==> src/sv/tsp_mlb_ram.sv <==
// ----------------------------------------------------------------------------
// tsp_mlb_ram
// Generic simple dual-port RAM: one write port, one registered read port.
// ----------------------------------------------------------------------------
module tsp_mlb_ram #(
    parameter int WIDTH = 8,
    parameter int DEPTH = 16,
    localparam int AW   = (DEPTH > 1) ? $clog2(DEPTH) : 1
) (
    input  logic             i_clk,
    input  logic             i_we,
    input  logic [AW-1:0]    i_waddr,
    input  logic [WIDTH-1:0] i_wdata,
    input  logic [AW-1:0]    i_raddr,
    output logic [WIDTH-1:0] o_rdata
);

    logic [WIDTH-1:0] r_mem [DEPTH];
    logic [WIDTH-1:0] r_rdata;

    // write and registered read
    always_ff @(posedge i_clk) begin
        if (i_we) begin
            r_mem[i_waddr] <= i_wdata;
        end
        r_rdata <= r_mem[i_raddr];
    end

    assign o_rdata = r_rdata;

endmodule

==> config.mk <==
export PLATFORM = sky130hd
export DESIGN_NAME = tsp_mlb_ram
export DESIGN_NICKNAME = d
export VERILOG_FILES = /design/src/sv/tsp_mlb_ram.sv
export SDC_FILE = /design/constraint.sdc
export NUM_CORES = 1
export LEC_CHECK = 0
export ABC_AREA = 1
export BUFFER_PORTS_ARGS = -buffer_cell sky130_fd_sc_hd__buf_4
export CORE_MARGIN = 3
export CORE_UTILIZATION = 28
export DETAILED_ROUTE_END_ITERATION = 16
export GPL_TIMING_DRIVEN = 0
export PLACE_DENSITY = 0.52
export RECOVER_POWER = 50
export SYNTH_ARGS = -nofsm -noshare
export SYNTH_HDL_FRONTEND = slang
export SYNTH_SLANG_ARGS = --single-unit
==> constraint.sdc <==
create_clock -name i_clk -period 2.7 [get_ports i_clk]
set_input_delay 0 -clock i_clk [delete_from_list [all_inputs] [get_ports i_clk]]
set_output_delay 0 -clock i_clk [all_outputs]
set_load 0.005 [all_outputs]
==> Flow_metrics.wiki, run 1 <==
{| class="wikitable"
! Metric !! Value
|-
| Final nets || slightly above 600
|-
| Total core area || 19800 sq um
|-
| Leading cell types in the layout, fill and taps excluded || sky130_fd_sc_hd__nand2_1 (173), sky130_fd_sc_hd__edfxtp_1 (128), sky130_fd_sc_hd__inv_1 (100)
|-
| Clock tree from TritonCTS || built
|-
| Maximum fanout along the worst path || 16
|-
| Number of different library cells in the post-synthesis netlist || 12
|-
| Number of antenna violations at the first check in global routing || 0
|-
| Total power per unit cell area || a little under 700 nW/um^2
|-
| HPWL Detailed || 9.75 mm
|-
| Area enclosed by the die boundary || roughly 22000 sq um
|-
| H-tree levels || 4
|-
| Post-Route Skew || ~9 ps
|-
| Detailed-route wire length || 14.6 mm
|-
| Vias per cell || 4.33
|-
| Critical path buffer and inverter count || 2
|-
| I/O pin cnt || 26
|-
| Final hold violation count || 0
|-
| Slowest cell on the critical path || sky130_fd_sc_hd__clkbuf_1
|-
| RSZ-0062 raised after global routing || no
|-
| Type of destination of the critical path || flop
|-
| Vias in the first global route || about 3600
|-
| Number of synthesized register bits || between 100 and 150
|-
| Pre-CTS setup slack || 1140 ps
|-
| Count of nets left with antenna violations after detail routing || 0
|-
| Static Leak || roughly 2.9 nW
|-
| Area growth from synthesis to layout || 18.4%
|-
| Number of cells produced by synthesis || ~550
|-
| Number of clock sinks seen by CTS || between 100 and 150
|-
| Final Max Slew Viols || 0
|-
| Fraction of the cycle the final worst path needs || around 43%
|-
| First-pass GRT wire length || roughly 22 mm
|-
| Clk pin slew, worst setup/hold paths || around 60 ps
|-
| Top achievable clock speed || around 870 MHz
|-
| Clock buffers created by TritonCTS || 17
|-
| Footprint of the multi-input gates || roughly 1200 sq um
|-
| # DRC || 0
|-
| Total negative setup slack || 0 ps
|-
| Antenna diode count || 0
|-
| Status || complete, no violations
|-
| Wire length per cell || about 17 um
|-
| Register Area || 4000 sq um
|-
| Relative slew slack || 31.7%
|-
| Family with the most delay on the worst path || buffers and inverters
|-
| Layout fillers || a little under 2000
|-
| Yosys synthesis warning count || 0
|-
| Total of buffers placed on input and output ports || 22
|-
| Required time of the critical path || roughly 2800 ps
|-
| Summed instance area of the synthesized netlist || about 5800 sq um
|-
| Largest net degree at the start of global routing || 17
|-
| Fraction of the yosys area taken by sequential cells || between 60 and 70%
|-
| Final setup fails || 0
|-
| Initial core utilization || 29.1%
|-
| Slew of the pin with the lowest slew margin || 1020 ps
|-
| Cell-by-cell listing of the critical path || dlygate4sd3_1 -> clkbuf_1
|-
| Final min period || 1160 ps
|-
| Proportion of layout cells with a drive suffix above 1 || 10.5%
|-
| Arr. time, crit path || 1230 ps
|-
| Mean cell area of the mapped netlist || approximately 10 sq um
|-
| Vertical die dimension || 150 um
|-
| Net count of the mapped netlist || 569
|-
| Global route total overflow || 0
|-
| Worst-case setup margin in the final layout || around 1500 ps
|-
| Stage delay of the slowest cell on the critical path || ~700 ps
|-
| Count of maximum capacitance violations || 0
|-
| Number of search-and-repair iterations in the first detailed-routing pass || 5
|-
| Combined global-route utilization of all metal layers || between 10 and 15%
|-
| Max Buffers Root-to-Sink || 2
|-
| IR Drop Worst-Case VDD || about 0.00041 V
|-
| Leading cell type in the layout, fill and taps excluded || sky130_fd_sc_hd__nand2_1
|-
| Post-cts sizing count || 0
|-
| Clock tree root driver cell || sky130_fd_sc_hd__clkbuf_16
|-
| Total via count in the routed design || about 3800
|-
| RD Place Congestion || around 0.9
|-
| Worst skew pair latency || around 400 ps
|-
| Standard-cell row count || slightly above 50
|-
| Type of origin of the critical path || primary input
|-
| Kind of path behind the tightest hold check || in -> reg
|-
| Type of the worst setup path || in -> reg
|-
| DR iter-0 viols || 453
|-
| Die boundary width || ~150 um
|}
-- layer usage --
metal	part of all wire [%]	global-route usage, %
met1	47	19.1
met2	45	20.2
met3	6.0	3.36
met4	1.9	5.13
met5	0	0
-- registers in the layout (all words and copies together) (netlist names) --
register and flops:
r_mem 128, o_rdata 8
-- logic make-up after synthesis --
group                  after synthesis  share of synthesized area, %
buffers and inverters              126                          9.52
DFF                                136                          69.4
and+or+nand+nor                    289                          21.0
-- metrics by stage --
step                instance area (sq um)  power, mW  std cells  hold WS [ps]  util, %
detailed placement                   6260       2.74        838           345     31.6
CTS                                  6860       4.80        876          3.26     34.6
floorplan                            5770       2.58        551          98.9        -
global placement                     6260       2.73        838           335     31.6
finish                               6830       4.75        876          29.7     34.4
global route                         6830       4.93        876          33.7     34.4
-- cells in the mapped netlist --
library cell	n	area [sq um]
sky130_fd_sc_hd__nand3b_1	2	15.0
sky130_fd_sc_hd__nand2_1	173	649
sky130_fd_sc_hd__edfxtp_1	128	3840
sky130_fd_sc_hd__nor2_1	17	63.8
sky130_fd_sc_hd__buf_6	6	67.6
sky130_fd_sc_hd__nand3_1	97	485
sky130_fd_sc_hd__buf_1	1	3.75
sky130_fd_sc_hd__inv_2	2	7.51
sky130_fd_sc_hd__inv_1	100	375
sky130_fd_sc_hd__buf_4	4	30.0
sky130_fd_sc_hd__dfxtp_1	8	160
sky130_fd_sc_hd__buf_2	13	65.1
-- where the power goes --
| part | total (mW) | internal, mW | switching, mW |
|---|---|---|---|
| clock | 2.06 | 1.24 | 0.821 |
| combinational | 0.323 | 0.105 | 0.218 |
| sequential | 2.37 | 2.36 | 0.0121 |
| total | 4.75 | 3.70 | 1.05 |
-- final cells by class --
class	instances	share of cell area (%)
repair buffers	30	3.10
inverters	102	5.61
multi-input cells	289	17.8
flip-flops and latches	136	58.6
well taps	265	4.86
clock inverters	11	1.25
plain buffers	24	2.44
clock buffers	19	6.34
-- timing repair --
| item | CTS | global route |
|---|---|---|
| hold endpoints to repair | 128 | 0 |
| setup buffers | 0 | 0 |
| hold buffers | 8 | 0 |
-- path summary, 6_finish.rpt --
path / startpoint / end / slack (ps) / cells after the start
max: i_wdata[1] / r_mem[5][1] / 1540 / 2
min: i_raddr[2] / o_rdata[3] / 30 / 4
max reg2reg: r_mem[14][0] / o_rdata[0] / 1660 / 6
min reg2reg: r_mem[12][4] / o_rdata[4] / 710 / 6
-- worst register-to-register path, delay by kind of cell (launching register included) --
family        cells  cell delay, ps
buf+inv           1              60
flops             1             360
simple gates      5             490
Note: power is estimated with default switching activity, not from simulation.
==> run 2, diff against run 1 <==
ABC_AREA = 0   (was 1)
clock period = 1.1 ns   (was 2.7 ns; I/O delays follow)
==> Flow_metrics.wiki, run 2 <==
{| class="wikitable"
! Metric !! Value
|-
| Clock buffers created by TritonCTS || 17
|-
| Final setup fails || 8
|-
| Area growth from synthesis to layout || 22.1%
|-
| Leading cell type in the layout, fill and taps excluded || sky130_fd_sc_hd__edfxtp_1
|-
| Fraction of the yosys area taken by sequential cells || 77.8%
|-
| Proportion of layout cells with a drive suffix above 1 || slightly below 40%
|-
| Count of maximum capacitance violations || 0
|-
| Standard-cell row count || 48
|-
| Kind of path behind the tightest hold check || in -> reg
|-
| Final hold violation count || 0
|-
| Final Max Slew Viols || 0
|-
| Vias in the first global route || ~2500
|-
| Number of search-and-repair iterations in the first detailed-routing pass || 4
|-
| Fraction of the mapped netlist area in simple logic gates || under 10%
|-
| Static Leak || about 2.0 nW
|-
| Top achievable clock speed || about 760 MHz
|-
| Clk pin slew, worst setup/hold paths || about 50 ps
|-
| Combined global-route utilization of all metal layers || approximately 12%
|-
| Reg-to-reg endpoint || o_rdata[7]
|-
| Max Buffers Root-to-Sink || 2
|-
| Area enclosed by the die boundary || about 20000 sq um
|-
| IR Drop Worst-Case VDD || 0.00118 V
|-
| Count of nets left with antenna violations after detail routing || 0
|-
| Fraction of the mapped netlist area in compound gates || between 2 and 2.5%
|-
| FFs w/ async S/R, synth || 0%
|-
| Number of antenna violations at the first check in global routing || 0
|-
| Net count of the mapped netlist || around 250
|-
| Top cell type's share of synthesized area || between 70% and 80%
|-
| Largest net degree at the start of global routing || 17
|-
| Violations in the final reports || setup timing
|-
| Leading register cell type out of synthesis || sky130_fd_sc_hd__edfxtp_1
|-
| Vias per cell || around 4.6
|-
| Library cell with the largest summed area after synthesis || sky130_fd_sc_hd__edfxtp_1
|-
| Worst skew pair latency || 420 ps
|-
| Total power per unit cell area || between 1500 and 2000 nW/um^2
|-
| Die boundary width || ~140 um
|-
| Vertical die dimension || 142 um
|-
| Total via count in the routed design || roughly 2400
|-
| I/O pin cnt || 26
|-
| Most numerous cell in the Yosys netlist || sky130_fd_sc_hd__edfxtp_1
|-
| RSZ-0062 raised after global routing || yes
|-
| RD Place Congestion || roughly 0.70
|-
| H-tree levels || 4
|-
| Antenna diode count || 0
|-
| Cell types with the largest area share after synthesis || sky130_fd_sc_hd__edfxtp_1 (75%), sky130_fd_sc_hd__mux4_2 (7.9%), sky130_fd_sc_hd__mux4_1 (7.1%), sky130_fd_sc_hd__dfxtp_1 (3.1%), sky130_fd_sc_hd__a22oi_1 (2.3%)
|-
| Total of buffers placed on input and output ports || 24
|-
| Type of the worst setup path || reg -> reg
|-
| Worst-case setup margin in the final layout || -211 ps
|-
| Multiplexer share of the synthesized area || between 10% and 20%
|-
| Clock tree from TritonCTS || built
|-
| Worst r2r src || r_mem[3][7]
|-
| Total core area || 17700 sq um
|-
| First-pass GRT wire length || between 15 and 20 mm
|-
| Layout fillers || roughly 1700
|-
| Largest register FFs || approximately 130
|-
| Register-to-Register Path Depth || 3
|-
| Clock tree root driver cell || sky130_fd_sc_hd__clkbuf_16
|-
| Post-synthesis xor/xnor area fraction || 0%
|-
| Status || finished with violations
|-
| R2r setup slk || -210 ps
|-
| Pre-CTS setup slack || -422 ps
|-
| Capture point of the critical path || o_rdata[7]
|-
| Type of destination of the critical path || flop
|-
| Power, Total || roughly 12 mW
|-
| Arr. time, crit path || roughly 1600 ps
|-
| Number of synthesized register bits || around 140
|-
| # DRC || 0
|-
| Slew of the pin with the lowest slew margin || about 980 ps
|-
| Maximum fanout along the worst path || 1
|-
| Summed instance area of the synthesized netlist || between 5000 and 6000 sq um
|-
| Final nets || a little under 300
|-
| DR iter-0 viols || approximately 190
|-
| Required time of the critical path || ~1400 ps
|-
| HPWL Detailed || about 6.9 mm
|-
| Worst setup path startpoint || r_mem[3][7]
|-
| Relative slew slack || between 30% and 40%
|-
| Leading cell types in the layout, fill and taps excluded || sky130_fd_sc_hd__edfxtp_1 (128), sky130_fd_sc_hd__mux4_2 (32), sky130_fd_sc_hd__clkbuf_16 (17)
|-
| Top register by number of flip-flops || r_mem
|-
| Number of clock sinks seen by CTS || about 140
|-
| Worst hold slack || approximately 23 ps
|-
| Number of different library cells in the post-synthesis netlist || 19
|-
| Start point of the worst min-delay path || i_waddr[0]
|-
| Global route total overflow || 0
|-
| Mean cell area of the mapped netlist || around 22 sq um
|-
| Initial core utilization || 29.2%
|-
| Type of origin of the critical path || flop
|-
| Final min period || approximately 1300 ps
|-
| Post-Synth Adder-Cell Area || 0%
|-
| Yosys synthesis warning count || 0
|-
| Number of cells produced by synthesis || roughly 230
|-
| Fraction of the cycle the final worst path needs || 119%
|-
| Wire length per cell || 21.0 um
|-
| Synth cell count leaders || sky130_fd_sc_hd__edfxtp_1 (128), sky130_fd_sc_hd__mux4_2 (18), sky130_fd_sc_hd__a22oi_1 (16), sky130_fd_sc_hd__mux4_1 (14), sky130_fd_sc_hd__nor2_1 (13)
|-
| Detailed-route wire length || ~11 mm
|-
| Largest family of logic cells by synthesized area || multiplexers
|-
| Post-synth EDFFs || 128
|-
| Post-Route Skew || 6.65 ps
|}
-- run 2: cells by family (layout without fill, tap and decap cells) --
| group | count (synthesis) | after routing |
|---|---|---|
| AOI/OAI and AO/OA | 16 | 16 |
| DFF | 136 | 136 |
| buffers and inverters | 10 | 73 |
| muxes | 32 | 32 |
| and+or+nand+nor | 35 | 35 |
-- run 2: layout make-up --
| cell class | count | area (sq um) | share of cell area [%] |
|---|---|---|---|
| Clock buffer | 19 | 433 | 6.89 |
| Multi-Input combinational cell | 83 | 1110 | 17.7 |
| Tap cell | 225 | 282 | 4.48 |
| Sequential cell | 136 | 4000 | 63.7 |
| Buffer | 10 | 86.3 | 1.37 |
| Timing Repair Buffer | 32 | 236 | 3.76 |
| Clock inverter | 12 | 134 | 2.13 |
-- run 2: metal layers --
layer  GRT usage, %  share of wire (%)  vias to the layer above
met5              0                  0                        -
met4           4.24                1.7                        0
met3           3.64                6.0                       15
met2           16.3                 45                       63
met1           16.7                 47                     1230
li1               -                  -                     1063
-- run 2: repair_timing --
action | CTS | global route
hold buffers | 8 | 0
resized for setup | 6 | 12
hold endpoints to repair | 128 | 0
pin swaps | 1 | 7
buffers inserted | 0 | 0
endpoints found under the setup margin | 8 | 65
-- run 2: critical path, stage by stage, from the launching register on --
cell,delay [ps]
sky130_fd_sc_hd__edfxtp_1,360
sky130_fd_sc_hd__mux4_2,490
sky130_fd_sc_hd__a22oi_2,230
sky130_fd_sc_hd__nand2_1,100
-- run 2: through the flow --
stage / cells / TNS, ps / util (%) / cell area [sq um]
6_report: 517 / -1340 / 35.6 / 6280
5_1_grt: 517 / -2150 / 35.6 / 6280
4_1_cts: 517 / -1580 / 35.5 / 6270
3_5_place_dp: 478 / -48690 / 31.7 / 5590
3_3_place_gp: 478 / -46780 / 31.7 / 5590
2_1_floorplan: 229 / -239 / - / 5130
-- run 2: worst min path at each step --
stage               slack [ps]           end  depth (start not counted)
global route                20   r_mem[8][4]                          2
global placement           310  r_mem[14][5]                          1
finish                      20   r_mem[8][4]                          2
CTS                          9   r_mem[0][6]                          2
detailed placement         320  r_mem[14][6]                          1
floorplan                  100   r_mem[0][0]                          0
-- run 2: report_power, final --
group | total (mW) | switching [mW] | leakage, nW | internal, mW
Clock | 5.46 | 1.96 | 0.279 | 3.50
Combinational | 0.645 | 0.355 | 0.512 | 0.290
Sequential | 5.83 | 0.0285 | 1.22 | 5.80
Total | 11.9 | 2.35 | 2.01 | 9.58
